**src/sv/gdsd_pkg.sv**
```systemverilog
// Shared types, constants and date helper functions for the Gregorian date stepper.
package gdsd_pkg;

    // Field widths
    localparam int YEAR_W   = 14;
    localparam int MONTH_W  = 4;
    localparam int DAY_W    = 5;
    localparam int OFF_W    = 17;
    localparam int COUNT_W  = 22;
    localparam int STATUS_W = 2;

    // Day number (signed, holds start day number plus offset) and year-start widths
    localparam int NUM_W = 23;
    localparam int DBY_W = 23;
    localparam int Q_W   = 8;
    localparam int BIT_W = 4;
    localparam int DBM_W = 9;

    // Stream widths and field positions
    localparam int S_TDATA_W = 64;
    localparam int S_TUSER_W = 1;
    localparam int M_TDATA_W = 48;
    localparam int M_TUSER_W = STATUS_W;

    localparam int SY_LSB  = 0;
    localparam int SM_LSB  = SY_LSB + YEAR_W;
    localparam int SD_LSB  = SM_LSB + MONTH_W;
    localparam int OFF_LSB = SD_LSB + DAY_W;
    localparam int OY_LSB  = OFF_LSB + OFF_W;
    localparam int OM_LSB  = OY_LSB + YEAR_W;
    localparam int OD_LSB  = OM_LSB + MONTH_W;
    localparam int CNT_LSB = SD_LSB + DAY_W;

    // Calendar limits
    localparam logic [YEAR_W-1:0]  YEAR_MAX    = 14'd9999;
    localparam logic [MONTH_W-1:0] MONTH_MAX   = 4'd12;
    localparam logic [MONTH_W-1:0] MONTH_FEB   = 4'd2;
    localparam logic [DAY_W-1:0]   DAY_MAX     = 5'd31;
    localparam logic [COUNT_W-1:0] LAST_DAYNUM = 22'd3652058;

    // x / 100 == (x * 5243) >> 19, exact for every 14-bit x
    localparam logic [12:0]      DIV100_MUL   = 13'd5243;
    localparam int               DIV100_SHIFT = 19;
    localparam logic [BIT_W-1:0] SEARCH_TOP   = 4'd13;

    typedef enum logic [STATUS_W-1:0] {
        ST_OK       = 2'd0,
        ST_BAD_DATE = 2'd1,
        ST_RANGE    = 2'd2
    } status_t;

    // Datapath commands issued by the controller
    typedef enum logic [4:0] {
        CMD_NOP,
        CMD_LOAD,
        CMD_LEAP_Q,
        CMD_LEAP_F,
        CMD_DBY_Q,
        CMD_DBY_S,
        CMD_DATE_S,
        CMD_ADD_OFF,
        CMD_SRCH_INIT,
        CMD_SRCH_Q,
        CMD_SRCH_C,
        CMD_MSET,
        CMD_WALK,
        CMD_SAVE_A,
        CMD_RES_ERR,
        CMD_RES_SAT,
        CMD_RES_STEP,
        CMD_RES_DIFF,
        CMD_OUT_LOAD
    } cmd_t;

    // Datapath flags seen by the controller
    typedef struct packed {
        logic op;
        logic date_ok;
        logic out_of_range;
        logic last_bit;
        logic walk_done;
    } dp_status_t;

    // Quotient by 100 through one reciprocal multiply
    function automatic logic [Q_W-1:0] div100(input logic [YEAR_W-1:0] x);
        logic [YEAR_W+12:0] p;
        p = {13'd0, x} * {{YEAR_W{1'b0}}, DIV100_MUL};
        return p[DIV100_SHIFT +: Q_W];
    endfunction

    // Leap year from the year and its quotient by 100
    function automatic logic is_leap(input logic [YEAR_W-1:0] y, input logic [Q_W-1:0] q);
        logic [YEAR_W:0] hund;
        hund = (YEAR_W+1)'(q) * (YEAR_W+1)'(100);
        return (y[1:0] == 2'b00) && ((hund != {1'b0, y}) || (q[1:0] == 2'b00));
    endfunction

    // Days from 0001-01-01 to the start of year k+1, with q = k / 100
    function automatic logic [DBY_W-1:0] dby(input logic [YEAR_W-1:0] k,
                                             input logic [Q_W-1:0] q);
        logic [DBY_W-1:0] s;
        s = DBY_W'(k) * DBY_W'(365) + DBY_W'(k >> 2) - DBY_W'(q) + DBY_W'(q >> 2);
        return s;
    endfunction

    // Month length; month must be 1..12
    function automatic logic [DAY_W-1:0] month_len(input logic [MONTH_W-1:0] m,
                                                   input logic leap);
        logic [DAY_W-1:0] len;
        unique case (m) inside
            MONTH_FEB:                   len = leap ? 5'd29 : 5'd28;
            4'd4, 4'd6, 4'd9, 4'd11:     len = 5'd30;
            default:                     len = DAY_MAX;
        endcase
        return len;
    endfunction

    // Days before the first of month m in a common year
    function automatic logic [DBM_W-1:0] days_before_month(input logic [MONTH_W-1:0] m);
        logic [DBM_W-1:0] d;
        unique case (m)
            4'd2:    d = 9'd31;
            4'd3:    d = 9'd59;
            4'd4:    d = 9'd90;
            4'd5:    d = 9'd120;
            4'd6:    d = 9'd151;
            4'd7:    d = 9'd181;
            4'd8:    d = 9'd212;
            4'd9:    d = 9'd243;
            4'd10:   d = 9'd273;
            4'd11:   d = 9'd304;
            4'd12:   d = 9'd334;
            default: d = 9'd0;
        endcase
        return d;
    endfunction

endpackage

```
**src/sv/gdsd_dp.sv**
```systemverilog
// Datapath: item registers, shared divide-by-100 unit, day number arithmetic, result registers.
module gdsd_dp (
    input  logic                           aclk,
    input  gdsd_pkg::cmd_t                 cmd,
    input  logic [gdsd_pkg::S_TDATA_W-1:0] s_tdata,  // start_year, start_month, start_day,
                                                     // offset_days, other_year, other_month,
                                                     // other_day, zero pad
    input  logic [gdsd_pkg::S_TUSER_W-1:0] s_tuser,  // operation
    output gdsd_pkg::dp_status_t           sts,
    output logic [gdsd_pkg::M_TDATA_W-1:0] m_tdata,  // result_year, result_month, result_day,
                                                     // day_count, zero pad
    output logic [gdsd_pkg::M_TUSER_W-1:0] m_tuser   // status
);

    // Captured item
    logic                                op_reg;
    logic [gdsd_pkg::YEAR_W-1:0]         sy_reg, oy_reg;
    logic [gdsd_pkg::MONTH_W-1:0]        sm_reg, om_reg;
    logic [gdsd_pkg::DAY_W-1:0]          sd_reg, od_reg;
    logic signed [gdsd_pkg::OFF_W-1:0]   off_reg;

    // Working date and arithmetic state
    logic [gdsd_pkg::YEAR_W-1:0]         cur_y_reg;
    logic [gdsd_pkg::MONTH_W-1:0]        cur_m_reg;
    logic [gdsd_pkg::DAY_W-1:0]          cur_d_reg;
    logic [gdsd_pkg::Q_W-1:0]            q_reg;
    logic                                leap_reg;
    logic signed [gdsd_pkg::NUM_W-1:0]   n_reg;
    logic [gdsd_pkg::COUNT_W-1:0]        a_reg;
    logic [gdsd_pkg::YEAR_W-1:0]         yy_reg;
    logic [gdsd_pkg::BIT_W-1:0]          bit_reg;
    logic [gdsd_pkg::DBY_W-1:0]          dbyacc_reg;

    // Staged result and output registers
    logic [gdsd_pkg::YEAR_W-1:0]         res_y_reg, out_y_reg;
    logic [gdsd_pkg::MONTH_W-1:0]        res_m_reg, out_m_reg;
    logic [gdsd_pkg::DAY_W-1:0]          res_d_reg, out_d_reg;
    logic [gdsd_pkg::COUNT_W-1:0]        res_cnt_reg, out_cnt_reg;
    gdsd_pkg::status_t                   res_st_reg, out_st_reg;

    logic [gdsd_pkg::YEAR_W-1:0]         trial;
    logic [gdsd_pkg::YEAR_W-1:0]         div_opnd;
    logic [gdsd_pkg::YEAR_W-1:0]         dby_k;
    logic [gdsd_pkg::DBY_W-1:0]          dby_val;
    logic [gdsd_pkg::DAY_W-1:0]          mlen;
    logic [gdsd_pkg::NUM_W-1:0]          mlen_ext;
    logic                                leap_adj;
    logic [gdsd_pkg::COUNT_W-1:0]        n_low;

    // Year search candidate: current year with the bit under test set
    assign trial = yy_reg | (gdsd_pkg::YEAR_W'(1) << bit_reg);

    // Operand of the shared divide-by-100 multiplier
    always_comb begin
        case (cmd)
            gdsd_pkg::CMD_DBY_Q:  div_opnd = cur_y_reg - gdsd_pkg::YEAR_W'(1);
            gdsd_pkg::CMD_SRCH_Q: div_opnd = trial - gdsd_pkg::YEAR_W'(1);
            default:              div_opnd = cur_y_reg;
        endcase
    end

    // Start-of-year day number, for the working year or the search candidate
    assign dby_k    = (cmd == gdsd_pkg::CMD_SRCH_C) ? trial - gdsd_pkg::YEAR_W'(1)
                                                    : cur_y_reg - gdsd_pkg::YEAR_W'(1);
    assign dby_val  = gdsd_pkg::dby(dby_k, q_reg);
    assign mlen     = gdsd_pkg::month_len(cur_m_reg, leap_reg);
    assign mlen_ext = gdsd_pkg::NUM_W'(mlen);
    assign leap_adj = leap_reg && (cur_m_reg > gdsd_pkg::MONTH_FEB);
    assign n_low    = n_reg[gdsd_pkg::COUNT_W-1:0];

    // Flags for the controller
    always_comb begin
        sts.op           = op_reg;
        sts.date_ok      = (cur_y_reg != '0) && (cur_y_reg <= gdsd_pkg::YEAR_MAX) &&
                           (cur_m_reg != '0) && (cur_m_reg <= gdsd_pkg::MONTH_MAX) &&
                           (cur_d_reg != '0) && (cur_d_reg <= mlen);
        sts.out_of_range = n_reg[gdsd_pkg::NUM_W-1] ||
                           (n_reg[gdsd_pkg::NUM_W-2:0] > (gdsd_pkg::NUM_W-1)'(gdsd_pkg::LAST_DAYNUM));
        sts.last_bit     = (bit_reg == '0);
        sts.walk_done    = !((cur_m_reg < gdsd_pkg::MONTH_MAX) && ($unsigned(n_reg) >= mlen_ext));
    end

    // Command execution
    always_ff @(posedge aclk) begin
        case (cmd)
            gdsd_pkg::CMD_LOAD: begin
                op_reg    <= s_tuser[0];
                sy_reg    <= s_tdata[gdsd_pkg::SY_LSB  +: gdsd_pkg::YEAR_W];
                sm_reg    <= s_tdata[gdsd_pkg::SM_LSB  +: gdsd_pkg::MONTH_W];
                sd_reg    <= s_tdata[gdsd_pkg::SD_LSB  +: gdsd_pkg::DAY_W];
                off_reg   <= s_tdata[gdsd_pkg::OFF_LSB +: gdsd_pkg::OFF_W];
                oy_reg    <= s_tdata[gdsd_pkg::OY_LSB  +: gdsd_pkg::YEAR_W];
                om_reg    <= s_tdata[gdsd_pkg::OM_LSB  +: gdsd_pkg::MONTH_W];
                od_reg    <= s_tdata[gdsd_pkg::OD_LSB  +: gdsd_pkg::DAY_W];
                cur_y_reg <= s_tdata[gdsd_pkg::SY_LSB  +: gdsd_pkg::YEAR_W];
                cur_m_reg <= s_tdata[gdsd_pkg::SM_LSB  +: gdsd_pkg::MONTH_W];
                cur_d_reg <= s_tdata[gdsd_pkg::SD_LSB  +: gdsd_pkg::DAY_W];
            end
            gdsd_pkg::CMD_LEAP_Q, gdsd_pkg::CMD_DBY_Q, gdsd_pkg::CMD_SRCH_Q: begin
                q_reg <= gdsd_pkg::div100(div_opnd);
            end
            gdsd_pkg::CMD_LEAP_F: begin
                leap_reg <= gdsd_pkg::is_leap(cur_y_reg, q_reg);
            end
            gdsd_pkg::CMD_DBY_S: begin
                n_reg <= $signed(dby_val);
            end
            gdsd_pkg::CMD_DATE_S: begin
                n_reg <= n_reg + gdsd_pkg::NUM_W'(gdsd_pkg::days_before_month(cur_m_reg))
                       + gdsd_pkg::NUM_W'(leap_adj) + gdsd_pkg::NUM_W'(cur_d_reg)
                       - gdsd_pkg::NUM_W'(1);
            end
            gdsd_pkg::CMD_ADD_OFF: begin
                n_reg <= n_reg + gdsd_pkg::NUM_W'(off_reg);
            end
            gdsd_pkg::CMD_SRCH_INIT: begin
                yy_reg  <= '0;
                bit_reg <= gdsd_pkg::SEARCH_TOP;
            end
            gdsd_pkg::CMD_SRCH_C: begin
                // keep the bit when that year still starts on or before the day number
                if ((trial <= gdsd_pkg::YEAR_MAX) && (dby_val <= $unsigned(n_reg))) begin
                    yy_reg     <= trial;
                    dbyacc_reg <= dby_val;
                end
                bit_reg <= bit_reg - gdsd_pkg::BIT_W'(1);
            end
            gdsd_pkg::CMD_MSET: begin
                n_reg     <= n_reg - $signed(dbyacc_reg);
                cur_y_reg <= yy_reg;
                cur_m_reg <= gdsd_pkg::MONTH_W'(1);
            end
            gdsd_pkg::CMD_WALK: begin
                n_reg     <= n_reg - $signed(mlen_ext);
                cur_m_reg <= cur_m_reg + gdsd_pkg::MONTH_W'(1);
            end
            gdsd_pkg::CMD_SAVE_A: begin
                a_reg     <= n_low;
                cur_y_reg <= oy_reg;
                cur_m_reg <= om_reg;
                cur_d_reg <= od_reg;
            end
            gdsd_pkg::CMD_RES_ERR: begin
                res_y_reg   <= sy_reg;
                res_m_reg   <= sm_reg;
                res_d_reg   <= sd_reg;
                res_cnt_reg <= '0;
                res_st_reg  <= gdsd_pkg::ST_BAD_DATE;
            end
            gdsd_pkg::CMD_RES_SAT: begin
                // clamp to the first or last representable date
                if (n_reg[gdsd_pkg::NUM_W-1]) begin
                    res_y_reg <= gdsd_pkg::YEAR_W'(1);
                    res_m_reg <= gdsd_pkg::MONTH_W'(1);
                    res_d_reg <= gdsd_pkg::DAY_W'(1);
                end else begin
                    res_y_reg <= gdsd_pkg::YEAR_MAX;
                    res_m_reg <= gdsd_pkg::MONTH_MAX;
                    res_d_reg <= gdsd_pkg::DAY_MAX;
                end
                res_cnt_reg <= '0;
                res_st_reg  <= gdsd_pkg::ST_RANGE;
            end
            gdsd_pkg::CMD_RES_STEP: begin
                res_y_reg   <= cur_y_reg;
                res_m_reg   <= cur_m_reg;
                res_d_reg   <= n_reg[gdsd_pkg::DAY_W-1:0] + gdsd_pkg::DAY_W'(1);
                res_cnt_reg <= '0;
                res_st_reg  <= gdsd_pkg::ST_OK;
            end
            gdsd_pkg::CMD_RES_DIFF: begin
                res_y_reg   <= sy_reg;
                res_m_reg   <= sm_reg;
                res_d_reg   <= sd_reg;
                res_cnt_reg <= (a_reg > n_low) ? a_reg - n_low : n_low - a_reg;
                res_st_reg  <= gdsd_pkg::ST_OK;
            end
            gdsd_pkg::CMD_OUT_LOAD: begin
                out_y_reg   <= res_y_reg;
                out_m_reg   <= res_m_reg;
                out_d_reg   <= res_d_reg;
                out_cnt_reg <= res_cnt_reg;
                out_st_reg  <= res_st_reg;
            end
            default: begin
            end
        endcase
    end

    // Result item packing
    assign m_tdata = {{(gdsd_pkg::M_TDATA_W - gdsd_pkg::CNT_LSB - gdsd_pkg::COUNT_W){1'b0}},
                      out_cnt_reg, out_d_reg, out_m_reg, out_y_reg};
    assign m_tuser = out_st_reg;

endmodule

```
**src/sv/gdsd_ctrl.sv**
```systemverilog
// Controller: sequencing state machine and stream handshakes.
module gdsd_ctrl (
    input  logic                 aclk,
    input  logic                 aresetn,
    input  logic                 s_tvalid,
    output logic                 s_tready,
    output logic                 m_tvalid,
    input  logic                 m_tready,
    input  gdsd_pkg::dp_status_t sts,
    output gdsd_pkg::cmd_t       cmd
);

    typedef enum logic [17:0] {
        S_IDLE      = 18'h00001,
        S_LEAP_Q    = 18'h00002,
        S_LEAP_F    = 18'h00004,
        S_CHECK     = 18'h00008,
        S_DBY_Q     = 18'h00010,
        S_DBY_S     = 18'h00020,
        S_DATE_S    = 18'h00040,
        S_NEXT_DATE = 18'h00080,
        S_DIFF      = 18'h00100,
        S_ADD       = 18'h00200,
        S_RANGE     = 18'h00400,
        S_SRCH_Q    = 18'h00800,
        S_SRCH_C    = 18'h01000,
        S_MSET      = 18'h02000,
        S_WLEAP_Q   = 18'h04000,
        S_WLEAP_F   = 18'h08000,
        S_WALK      = 18'h10000,
        S_DONE      = 18'h20000
    } state_t;

    state_t state_reg, state_next;
    logic   second_reg, second_next;
    logic   m_valid_reg, m_valid_next;
    logic   out_free;

    assign out_free = !m_valid_reg || m_tready;
    assign s_tready = (state_reg == S_IDLE);
    assign m_tvalid = m_valid_reg;

    // Next state and datapath command
    always_comb begin
        state_next   = state_reg;
        second_next  = second_reg;
        m_valid_next = m_tready ? 1'b0 : m_valid_reg;
        cmd          = gdsd_pkg::CMD_NOP;
        unique case (state_reg)
            S_IDLE: begin
                if (s_tvalid) begin
                    cmd         = gdsd_pkg::CMD_LOAD;
                    second_next = 1'b0;
                    state_next  = S_LEAP_Q;
                end
            end
            S_LEAP_Q: begin
                cmd        = gdsd_pkg::CMD_LEAP_Q;
                state_next = S_LEAP_F;
            end
            S_LEAP_F: begin
                cmd        = gdsd_pkg::CMD_LEAP_F;
                state_next = S_CHECK;
            end
            S_CHECK: begin
                if (sts.date_ok) begin
                    state_next = S_DBY_Q;
                end else begin
                    cmd        = gdsd_pkg::CMD_RES_ERR;
                    state_next = S_DONE;
                end
            end
            S_DBY_Q: begin
                cmd        = gdsd_pkg::CMD_DBY_Q;
                state_next = S_DBY_S;
            end
            S_DBY_S: begin
                cmd        = gdsd_pkg::CMD_DBY_S;
                state_next = S_DATE_S;
            end
            S_DATE_S: begin
                cmd = gdsd_pkg::CMD_DATE_S;
                if (!sts.op) begin
                    state_next = S_ADD;
                end else if (second_reg) begin
                    state_next = S_DIFF;
                end else begin
                    state_next = S_NEXT_DATE;
                end
            end
            S_NEXT_DATE: begin
                cmd         = gdsd_pkg::CMD_SAVE_A;
                second_next = 1'b1;
                state_next  = S_LEAP_Q;
            end
            S_DIFF: begin
                cmd        = gdsd_pkg::CMD_RES_DIFF;
                state_next = S_DONE;
            end
            S_ADD: begin
                cmd        = gdsd_pkg::CMD_ADD_OFF;
                state_next = S_RANGE;
            end
            S_RANGE: begin
                if (sts.out_of_range) begin
                    cmd        = gdsd_pkg::CMD_RES_SAT;
                    state_next = S_DONE;
                end else begin
                    cmd        = gdsd_pkg::CMD_SRCH_INIT;
                    state_next = S_SRCH_Q;
                end
            end
            S_SRCH_Q: begin
                cmd        = gdsd_pkg::CMD_SRCH_Q;
                state_next = S_SRCH_C;
            end
            S_SRCH_C: begin
                cmd        = gdsd_pkg::CMD_SRCH_C;
                state_next = sts.last_bit ? S_MSET : S_SRCH_Q;
            end
            S_MSET: begin
                cmd        = gdsd_pkg::CMD_MSET;
                state_next = S_WLEAP_Q;
            end
            S_WLEAP_Q: begin
                cmd        = gdsd_pkg::CMD_LEAP_Q;
                state_next = S_WLEAP_F;
            end
            S_WLEAP_F: begin
                cmd        = gdsd_pkg::CMD_LEAP_F;
                state_next = S_WALK;
            end
            S_WALK: begin
                if (sts.walk_done) begin
                    cmd        = gdsd_pkg::CMD_RES_STEP;
                    state_next = S_DONE;
                end else begin
                    cmd = gdsd_pkg::CMD_WALK;
                end
            end
            S_DONE: begin
                if (out_free) begin
                    cmd          = gdsd_pkg::CMD_OUT_LOAD;
                    m_valid_next = 1'b1;
                    state_next   = S_IDLE;
                end
            end
            default: begin
                state_next = S_IDLE;
            end
        endcase
    end

    // State registers
    always_ff @(posedge aclk) begin
        if (!aresetn) begin
            state_reg   <= S_IDLE;
            second_reg  <= 1'b0;
            m_valid_reg <= 1'b0;
        end else begin
            state_reg   <= state_next;
            second_reg  <= second_next;
            m_valid_reg <= m_valid_next;
        end
    end

    // Output register is only overwritten once its item has gone
    a_out_free: assert property (@(posedge aclk) disable iff (!aresetn)
        (cmd == gdsd_pkg::CMD_OUT_LOAD) |-> (!m_valid_reg || m_tready))
        else $error("result overwritten before it was taken");

    // An accepted item starts with the leap test of the start date
    a_accept_start: assert property (@(posedge aclk) disable iff (!aresetn)
        (s_tvalid && s_tready) |=> (state_reg == S_LEAP_Q))
        else $error("accepted item did not start processing");

    // The difference is only taken after both dates are converted
    a_diff_second: assert property (@(posedge aclk) disable iff (!aresetn)
        (state_reg == S_DIFF) |-> (second_reg && sts.op))
        else $error("difference taken before second date");

    // A result appears only out of the done state
    a_valid_rise: assert property (@(posedge aclk) disable iff (!aresetn)
        $rose(m_valid_reg) |-> $past(state_reg == S_DONE))
        else $error("result valid raised outside done state");

endmodule

```
**src/sv/gregorian_date_step_and_diff_top.sv**
```systemverilog
// Top level of the Gregorian date stepper and day counter.
//
//  channel | direction | handshake          | payload
//  s_      | in        | s_tvalid/s_tready  | s_tdata: dates and offset, s_tuser: operation
//  m_      | out       | m_tvalid/m_tready  | m_tdata: result date and count, m_tuser: status
//
// One item at a time. An invalid start date ends at its date check, an invalid second
// date at its own check, a day count after two date conversions, and a step after the
// 14-bit year search (a query and a compare state per bit through the shared divide-by-100
// multiplier) and the month walk; a step that saturates skips the search and the walk.
// Reset is synchronous, active low, and clears the controller and output valid.
// A waiting result is held while the next item is accepted and computed;
// the new result waits in its staging register until m_tready frees the output.
module gregorian_date_step_and_diff_top (
    input  logic                           aclk,
    input  logic                           aresetn,
    input  logic                           s_tvalid,
    output logic                           s_tready,
    input  logic [gdsd_pkg::S_TDATA_W-1:0] s_tdata,  // start_year, start_month, start_day,
                                                     // offset_days, other_year, other_month,
                                                     // other_day, zero pad
    input  logic [gdsd_pkg::S_TUSER_W-1:0] s_tuser,  // operation
    output logic                           m_tvalid,
    input  logic                           m_tready,
    output logic [gdsd_pkg::M_TDATA_W-1:0] m_tdata,  // result_year, result_month, result_day,
                                                     // day_count, zero pad
    output logic [gdsd_pkg::M_TUSER_W-1:0] m_tuser   // status
);

    gdsd_pkg::cmd_t       cmd;
    gdsd_pkg::dp_status_t sts;

    gdsd_ctrl u_ctrl (
        .aclk     (aclk),
        .aresetn  (aresetn),
        .s_tvalid (s_tvalid),
        .s_tready (s_tready),
        .m_tvalid (m_tvalid),
        .m_tready (m_tready),
        .sts      (sts),
        .cmd      (cmd)
    );

    gdsd_dp u_dp (
        .aclk    (aclk),
        .cmd     (cmd),
        .s_tdata (s_tdata),
        .s_tuser (s_tuser),
        .sts     (sts),
        .m_tdata (m_tdata),
        .m_tuser (m_tuser)
    );

endmodule
```
**config.mk**
```make
export PLATFORM = sky130hd
export DESIGN_NAME = gregorian_date_step_and_diff_top
export DESIGN_NICKNAME = d
export VERILOG_FILES = /design/src/sv/gdsd_pkg.sv /design/src/sv/gdsd_dp.sv /design/src/sv/gdsd_ctrl.sv /design/src/sv/gregorian_date_step_and_diff_top.sv
export SDC_FILE = /design/constraint.sdc
export NUM_CORES = 1
export LEC_CHECK = 0
export ABC_AREA = 1
export ABC_CLOCK_PERIOD_IN_PS = 10250
export BUFFER_PORTS_ARGS = -buffer_cell sky130_fd_sc_hd__buf_2
export CAP_MARGIN = 30
export CELL_PAD_IN_SITES_DETAIL_PLACEMENT = 2
export CELL_PAD_IN_SITES_GLOBAL_PLACEMENT = 2
export CORE_MARGIN = 1.5
export CORE_UTILIZATION = 40
export DETAILED_ROUTE_END_ITERATION = 8
export PLACE_DENSITY_LB_ADDON = 0.1
export SLEW_MARGIN = 20
export SYNTH_ARGS = -nofsm -noshare
export SYNTH_HDL_FRONTEND = slang
export SYNTH_SLANG_ARGS = --single-unit
```
**constraint.sdc**
```tcl
create_clock -name aclk -period 10.25 [get_ports aclk]
set_input_delay 1.5375 -clock aclk [delete_from_list [all_inputs] [get_ports aclk]]
set_output_delay 1.5375 -clock aclk [all_outputs]
set_load 0.05 [all_outputs]
```
Yosys cells after proc, flatten, opt, wreduce, memory -nomap -nowiden --
Memory sizes are Yosys's and may differ from the RTL's. A register that Yosys moved wholly into a read port is not among the register bits. Index checks and enable logic that the tools add are counted. W data, S select, Z words.
Word-level totals: RAM bits 0, ROM bits 144, bits in latches 0, input port bits 69, bits in registers 296, memories 1
Cells by class: reduce and logical (&&, ||, !) cells 39, multiply operators 3, shift-type cells 1, multiplexer cells 42, equality and inequality tests 46, order comparisons 10, add/subtract/negate cells 17, divide/modulo/power cells 0, bitwise logic cells 1
Memories:
- (name not given) | depth 16, width 9, rd ports 1, clocked after memory_dff 1, wr ports 0, line gdsd_pkg.sv:121 | unique case (m)
Operator list (count):
- $pmux W18 S18 | 1
- $pmux W23 S5 | 1
- $mux W18 | 6
- $pmux W14 S3 | 2
- $pmux W5 S16 | 1
- $mux W14 | 4
- $pmux W14 S2 | 2
- $pmux W22 S2 | 1
- $sub A22 B22 Y22 | 2
- $eq A5 B4 Y1 const B | 8
- $le A14 B14 Y1 const B | 2
- $sub A14 B1 Y14 const B | 2
- $mul A14 B13 Y27 const B | 1
- $add A23 B1 Y23 | 1
- $add A23 B12 Y23 | 1
- $add A23 B17 Y23 | 1
- $add A23 B5 Y23 | 1
- $add A23 B6 Y23 | 1
- $add A23 B9 Y23 | 1
- $ge A23 B5 Y1 | 1
- $le A23 B23 Y1 | 1
- $mul A14 B9 Y23 const B | 1
- $sub A23 B1 Y23 const B | 1
- $sub A23 B23 Y23 | 1
- other kinds (70) | 115

Depth between registers and ports, before layout --
Gate-level depths: netlist (run 1).
word-level depth 18, mapped depth 45, mapped depth without buffers 45

By module --
Synthesis (run 1) repeated with hierarchy kept, for this count alone.
Second synthesis, totals: cell total of the unflattened synthesis 3697, area total of the unflattened synthesis 29892.4 um^2
By module, submodules not included:
- gdsd_dp | cells an instance 3519, instances 1, sequential area each 8468.1 um^2, area an instance 28643.7 um^2
- gdsd_ctrl | cells an instance 178, instances 1, sequential area each 400.4 um^2, area an instance 1248.7 um^2

Worst setup path before layout (run 1) --
OpenSTA, ideal clock, no wires.
path kind register to register, start register u_dp.bit_reg[0] (netlist name), end register u_dp.dbyacc_reg[0] (netlist name) (enable), stages on the path, launching flop included 38, slack 2312 ps, library setup time 378 ps, data arrival time 7560 ps, cells stage by stage edfxtp_1 inv_1 ha_1 nand2_1 nor2_1 nor2_4 ha_1 inv_1 nor3_2 nand2_1 xor2_1 o21ai_0 ha_1 inv_1 fa_1 inv_1 fa_1 fa_1 [2 not listed] inv_1 ha_1 a21oi_1 o21ai_0 a21oi_1 nand3_1 nand2_1 nand2_1 a21oi_1 xor2_1 ha_1 nand2_1 nor2_1 a2111oi_0 o221ai_1 nand2_1 nand3_1 inv_1
On the way: longest elaborated chain between the ends 11, elaborated cells between the ends (all ways) 12, those cells by class 4 x add/sub; 1 x mul; 2 x order compare; 1 x shift; 1 x mux; 1 x bitwise; 2 x reduce/logical
RTL lines:
- start: declaration | line gdsd_dp.sv:31 | logic [gdsd_pkg::BIT_W-1:0] bit_reg;
- start signal: assignment | line gdsd_dp.sv:118 | bit_reg <= gdsd_pkg::SEARCH_TOP;
- start signal: assignment | line gdsd_dp.sv:126 | bit_reg <= bit_reg - gdsd_pkg::BIT_W'(1);
- $shl A1 B4 Y14 (*) | line gdsd_dp.sv:51 | assign trial = yy_reg | (gdsd_pkg::YEAR_W'(1) << bit_reg);
- $or A14 B14 Y14 (*) | line gdsd_dp.sv:51
- $sub A14 B1 Y14 (*) | line gdsd_dp.sv:63 | assign dby_k = (cmd == gdsd_pkg::CMD_SRCH_C) ? trial - gdsd_pkg::YEAR_W'(1)
- $mux W14 (*) | line gdsd_dp.sv:63
- $mul A14 B9 Y23 | line gdsd_pkg.sv:102 | s = DBY_W'(k) * DBY_W'(365) + DBY_W'(k >> 2) - DBY_W'(q) + DBY_W'(q >> 2);
- $add A23 B12 Y23 (*) | line gdsd_pkg.sv:102
- $sub A23 B8 Y23 (*) | line gdsd_pkg.sv:102
- $add A23 B6 Y23 (*) | line gdsd_pkg.sv:102
- named net u_dp.dby_val, one bit | line gdsd_dp.sv:44 | logic [gdsd_pkg::DBY_W-1:0] dby_val;
- $le A23 B23 Y1 (*) | line gdsd_dp.sv:122 | if ((trial <= gdsd_pkg::YEAR_MAX) && (dby_val <= $unsigned(n_reg))) begin
- $logic_and A1 B1 Y1 (*) | line gdsd_dp.sv:122
- $reduce_and A2 Y1 (no line) (*)
- end signal: assignment | line gdsd_dp.sv:124 | dbyacc_reg <= dby_val;
- end: declaration | line gdsd_dp.sv:32 | logic [gdsd_pkg::DBY_W-1:0] dbyacc_reg;
Mark *: on every way through the listed nets, which the timed path passes. The rest lies on a longest branch. A chain may end at the register's enable or synchronous reset.

Worst setup path after layout (run 1) --
start register u_dp.bit_reg[0] (netlist name), end register u_dp.yy_reg[5] (netlist name) (enable)
On the way: longest elaborated chain between the ends 12, elaborated cells between the ends (all ways) 13, those cells by class 4 x add/sub; 1 x mul; 2 x order compare; 1 x eq/ne; 1 x shift; 1 x mux; 1 x bitwise; 2 x reduce/logical
RTL lines:
- $shl A1 B4 Y14 (*) | line gdsd_dp.sv:51
- $or A14 B14 Y14 (*) | line gdsd_dp.sv:51
- $sub A14 B1 Y14 (*) | line gdsd_dp.sv:63
- $mux W14 (*) | line gdsd_dp.sv:63
- $mul A14 B9 Y23 | line gdsd_pkg.sv:102
- $add A23 B12 Y23 (*) | line gdsd_pkg.sv:102
- $sub A23 B8 Y23 (*) | line gdsd_pkg.sv:102
- $add A23 B6 Y23 (*) | line gdsd_pkg.sv:102
- named net u_dp.dby_val, one bit | line gdsd_dp.sv:44
- $le A23 B23 Y1 (*) | line gdsd_dp.sv:122
- $logic_and A1 B1 Y1 (*) | line gdsd_dp.sv:122
- $ne A2 B2 Y1 (no line) (*)
- $reduce_and A2 Y1 (no line) (*)
- end signal: assignment | line gdsd_dp.sv:123 | yy_reg <= trial;
- end: declaration | line gdsd_dp.sv:30 | logic [gdsd_pkg::YEAR_W-1:0] yy_reg;
Marked as above.

==> results.tsv, run 1 <==
metric	value	unit
status	finished clean	
Fin. Hold Viols	0	
post-synthesis cell type count	65	
Final setup viols	0	
Worst Clk Skew	0.04959	ns
hold buffer count at CTS	0	
number of global-route vias before repair	25970	
area grow syn2layout	10.84	%
Post-Synth Simple-Gate Area	15.64	%
mean post-synth cell area	8.844	µm²
synth top area cells	edfxtp_1 30%, ha_1 18%, fa_1 10%	
crit path max-delay cell type	fa_1	
top-count cell post-synth	inv_1	
Yosys Warn Count	0	
Post-synth EDFFs	276	
Iter 0 DRT Violations	1068	
Setup crit end kind	register	
largest family of logic cells by synthesized area	adder cells	
n_diodes	0	
Overall Global Routing Usage	27.65	%
mux share of post-synthesis cell area	0	%
CTS tree	done	
CTS Buf Count	39	
TritonRoute pass-1 iters	5	
CTS H-Tree Depth	2	
maximum clock frequency	105.9	MHz
standard-cell rows	96	
Die Span Y	265.7	µm
reg2reg start	u_dp.bit_reg[0]$_SDFFCE_PN1P_	
CTS root buf	clkbuf_16	
Starting Density	40.30	%
CP Data Arrival Time	9.70	ns
worst-skew pair later-pin latency	0.60	ns
Final Critical Period	9.443	ns
crit-path max cell delay	0.55	ns
I/O Buffers	116	
most used cell along the critical path	nand2_1	
Clock Sinks	305	
pins over their slew limit	0	
via-per-instance ratio	5.432	
Vias	22690	
DR WL/cell	23.20	µm
Core ar.	0.06847	mm²
Synth Area in Adders	28.40	%
Worst Hold Class	register to register	
FF-to-FF setup slack	0.81	ns
RSZ-0062 raised after global routing	false	
initial antenna violation count	1	
CP startpoint	u_dp.bit_reg[0]$_SDFFCE_PN1P_	
IO Count	121	
Worst-Margin Slew	0.9452	ns
FF+latch count, synth	305	
setup TNS	0	ns
Final Net Count	3874	
Syn Inst Count	3120	
Die Width	265.7	µm
Clock Tree Buf Depth	3	
sequential area share after synthesis	32.14	%
DRC errors left	0	
Crit Path Category	register to register	
XOR/XNOR Fraction of Synth Area	3.700	%
worst relative slew slack	36.99	%
share of cells above drive strength 1	8.255	%
largest net degree at the start of global routing	64	
total grt overflow	0	
min-delay src	u_dp.res_y_reg[2]$_DFFE_PP_	
async set or reset register ratio after synthesis	0	%
fin crit share	92.12	%
DPL Wire Length	80960	µm
mapped cell area	0.02759	mm²
main flop type after synthesis	edfxtp_1	
clock slew at reported path FFs	0.06	ns
Synth top area share	30.04	%
first-pass GRT wire length	150100	µm
Yosys top cell by area	edfxtp_1	
ANT nets after route	0	
Total Wirelength	96900	µm
most frequent cells after synthesis	612 x inv_1, 529 x nand2_1, 396 x ha_1	
Die Area	0.07057	mm²
max-cap check violation count	0	
CP max FO	14	
routability cong.	0.8897	
Critical Path Start Type	register	
post-CTS setup buffer count	0	
CP required	10.50	ns
Compound-Gate Fraction of Synth Area	10.82	%
==> cell families (layout without fill, tap and decap cells) <==
| family | after synthesis | count (layout) |
|---|---|---|
| adders and majority gates | 540 | 540 |
| and+or+nand+nor | 978 | 978 |
| xor gates and xnor gates | 115 | 115 |
| other | 1 | 3 |
| DFF | 305 | 305 |
| buffers and inverters | 668 | 841 |
| AOI/OAI and AO/OA | 513 | 513 |
==> worst max-delay path, delay by kind of cell (launching register included) <==
kind                     cells  cell delay [ns]
adder cells (fa/ha/maj)      9             3.53
AND/OR/NAND/NOR             18             3.02
buffers and inverters        9             1.07
AO/OA/AOI/OAI                4             0.58
XOR/XNOR                     2             0.49
flip-flops                   1             0.41
==> worst paths after layout <==
check,endpoint,depth (start not counted)
worst max-delay path,u_dp.yy_reg[5]$_SDFFCE_PN0P_,42
worst min-delay path,u_dp.out_y_reg[2]$_DFFE_PN_,0
worst max register to register,u_dp.yy_reg[5]$_SDFFCE_PN0P_,42
worst min register to register,u_dp.out_y_reg[2]$_DFFE_PN_,0
==> repair_timing <==
action	4_1_cts	5_1_grt
resized for setup	0	1
endpoints found under the hold margin	0	0
endpoints found under the setup margin	0	35
==> per-stage QoR <==
step / worst slack, ns / utilization, % / cell area (µm²) / hold WS, ns / cells
after floorplan: 2.312 / - / 27600 / 0.4003 / 3122
after global placement: 0.9685 / 42.81 / 29310 / 0.4025 / 4105
after detailed placement: 0.7248 / 42.81 / 29310 / 0.4065 / 4105
after CTS: 0.5553 / 44.64 / 30560 / 0.3819 / 4176
after global routing: 0.1433 / 44.67 / 30590 / 0.3991 / 4177
final: 0.8073 / 44.67 / 30590 / 0.3941 / 4177
==> per-layer routing <==
metal	GRT usage [%]	routed length (µm)	up-vias
met5	0	0	-
met4	8.953	3068	0
met3	2.055	2288	138
met2	52.84	51820	339
met1	32.49	39720	11550
li1	-	-	10660
==> layout make-up <==
type	count	area, µm²
Timing Repair Buffer	143	803.3
Fill cell	7552	37880
Sequential cell	305	8869
Tap cell	882	1104
Clock buffer	51	1051
Inverter	627	2356
Multi-Input combinational cell	2149	16200
Clock inverter	20	200.2
==> cells in the final DEF, fill, tap and decap left out, types with 10 or more instances in the layout <==
cell type	synthesis	layout
inv_1	612	612
nand2_1	529	529
ha_1	396	396
edfxtp_1	276	276
a21oi_1	208	208
nor2_1	164	162
fa_1	144	144
o21ai_0	139	138
buf_2	9	116
nand3_1	114	114
xor2_1	75	74
nor3_1	49	49
nand4_1	46	46
xnor2_1	39	39
clkbuf_16	0	39
o211ai_1	29	29
dfxtp_1	29	29
buf_4	5	25
a22oi_1	20	20
o221ai_1	16	16
a21o_1	16	16
nor4_1	17	16
o22ai_1	14	14
inv_2	13	13
or2_2	13	13
a31oi_1	11	11
o21bai_1	10	10
Power of run 1 is left out: the tool's default activity adds up to more than one toggle a clock period on the data nets, which glitch-free logic cannot reach.
==> inputs of run 2 (changes only) <==
--- a/config.mk
+++ b/config.mk
@@ -15,6 +15,7 @@
 export CORE_UTILIZATION = 40
 export DETAILED_ROUTE_END_ITERATION = 8
 export PLACE_DENSITY_LB_ADDON = 0.1
+export REMOVE_ABC_BUFFERS = 1
 export SLEW_MARGIN = 20
 export SYNTH_ARGS = -nofsm -noshare
 export SYNTH_HDL_FRONTEND = slang
==> run 2 against run 1 <==
  * Register-to-register slack got worse by 0.07 ns
  * Worst hold slack improved by 0.023 ns
  * Critical path type unchanged
  * Via count shrank 0.13%
  * Cell count barely moved
  * Global-route usage is essentially flat
  * Clock skew decreased by 0.0066 ns
  * Core utilization is 0.12 points higher
  * Maximum frequency shrank 0.74%
  * Largest cell class unchanged
  * Die area stayed put
==> results.tsv, run 2 (synthesis gave the netlist of run 1 again) <==
metric	value	unit	change
crit path max-delay cell type	fa_1		
Crit Path Category	register to register		
clock slew at reported path FFs	0.06	ns	about the same
status	finished clean		
first-pass GRT wire length	150500	µm	+0.26%
Worst Clk Skew	0.04304	ns	-0.006552 ns
Die Span Y	265.7	µm	unchanged
CP max FO	23		+9
Worst-Margin Slew	0.9685	ns	+0.02333 ns
standard-cell rows	96		unchanged
maximum clock frequency	105.1	MHz	-0.74%
CTS root buf	clkbuf_16		
Die Area	0.07057	mm²	unchanged
Layout fillers	7628		+1.0%
hold buffer count at CTS	0		unchanged
TritonRoute pass-1 iters	5		unchanged
Clock Sinks	305		unchanged
Post-CTS Resized	0		unchanged
Starting Density	40.30	%	unchanged
Final Net Count	3878		+0.10%
Layout Cells excl Fill	4178		+0.024%
placed cell count	4110		+0.12%
Setup crit end kind	register		
Worst Hold Class	register to register		
CTS H-Tree Depth	2		unchanged
largest net degree at the start of global routing	48		-25%
RSZ-0062 raised after global routing	false		
I/O Buffers	116		unchanged
max-cap check violation count	0		unchanged
CTS tree	done		
fin crit share	92.81	%	+0.68 points
via-per-instance ratio	5.424		-0.15%
Hold WS	0.4176	ns	+0.02349 ns
Overall Global Routing Usage	27.69	%	+0.049 points
area grow syn2layout	11.14	%	
Final Critical Period	9.513	ns	+0.07005 ns
area occupied by multi-input gates	0.01620	mm²	about the same
crit-path max cell delay	0.55	ns	about the same
CP required	10.52	ns	+0.02 ns
setup TNS	0	ns	unchanged
number of global-route vias before repair	26040		+0.27%
CP Data Arrival Time	9.78	ns	+0.08 ns
Vias	22660		-0.13%
Clock Tree Buf Depth	3		unchanged
Total Wirelength	96290	µm	-0.63%
routability cong.	0.8971		+0.83%
most common cell after layout, fill and taps aside	inv_1		
initial antenna violation count	0		-1
Iter 0 DRT Violations	864		-19%
worst-skew pair later-pin latency	0.60	ns	about the same
commonest non-fill, non-tap cells in the layout	612 x inv_1, 529 x nand2_1, 396 x ha_1		
Final setup viols	0		unchanged
Core ar.	0.06847	mm²	unchanged
CTS Buf Count	39		unchanged
storage element area	0.008869	mm²	unchanged
share of cells above drive strength 1	8.283	%	+0.028 points
post-CTS setup buffer count	0		unchanged
Die Width	265.7	µm	unchanged
total grt overflow	0		unchanged
Fin. Hold Viols	0		unchanged
worst relative slew slack	34.89	%	-2.1 points
DRC errors left	0		unchanged
DR WL/cell	23.05	µm	-0.66%
pins over their slew limit	0		unchanged
n_diodes	0		unchanged
IO Count	121		unchanged
DPL Wire Length	80330	µm	-0.79%
ANT nets after route	0		unchanged
Critical Path Start Type	register		
[run 2: changes by cell type in the layout (fill, tap and decap cells not counted), moves of 2 or more]
cell / delta
clkinv_1: +3
clkbuf_8: -3
buf_4: +2
clkbuf_1: -4
bufinv_16: +4
[run 2: layout make-up]
cell class	count	share of cell area, %
Multi-Input combinational cell	2149	52.81
Sequential cell	305	28.92
Inverter	627	7.682
Tap cell	882	3.598
Clock buffer	44	3.243
Timing Repair Buffer	147	2.782
Clock inverter	24	0.9669
[run 2: layer usage]
layer	global-route usage, %	vias up	routed length [µm]
li1	-	10650	-
met1	32.49	11590	39730
met2	52.81	294	51680
met3	2.509	133	1993
met4	8.646	0	2886
met5	0	-	0
[run 2: final timing paths]
| kind | start | end | slack [ns] | cells past startpoint |
|---|---|---|---|---|
| min | u_dp.res_y_reg[0]$_DFFE_PP_ | u_dp.out_y_reg[0]$_DFFE_PN_ | 0.42 | 0 |
| min reg2reg | u_dp.res_y_reg[0]$_DFFE_PP_ | u_dp.out_y_reg[0]$_DFFE_PN_ | 0.42 | 0 |
| max | u_dp.bit_reg[0]$_SDFFCE_PN1P_ | u_dp.dbyacc_reg[17]$_DFFE_PP_ | 0.74 | 43 |
| max reg2reg | u_dp.bit_reg[0]$_SDFFCE_PN1P_ | u_dp.dbyacc_reg[17]$_DFFE_PP_ | 0.74 | 43 |
[run 2: critical path, delay by kind of cell, from the launching register on]
kind	cells	cell delay, ns
buffers and inverters	11	1.34
XOR/XNOR	2	0.38
AO/OA/AOI/OAI	4	0.52
AND/OR/NAND/NOR	17	2.93
flip-flops	1	0.43
adder cells (fa/ha/maj)	9	3.55
[run 2: metrics by stage]
| stage | util, % | worst slack (ns) | cell area, µm² |
|---|---|---|---|
| floorplan | - | 2.301 | 27400 |
| global placement | 42.86 | 1.129 | 29350 |
| detailed placement | 42.91 | 0.8293 | 29380 |
| CTS | 44.79 | 0.6699 | 30670 |
| global route | 44.79 | 0.06517 | 30670 |
| finish | 44.79 | 0.7372 | 30670 |
Power of run 2 is left out for the same reason.
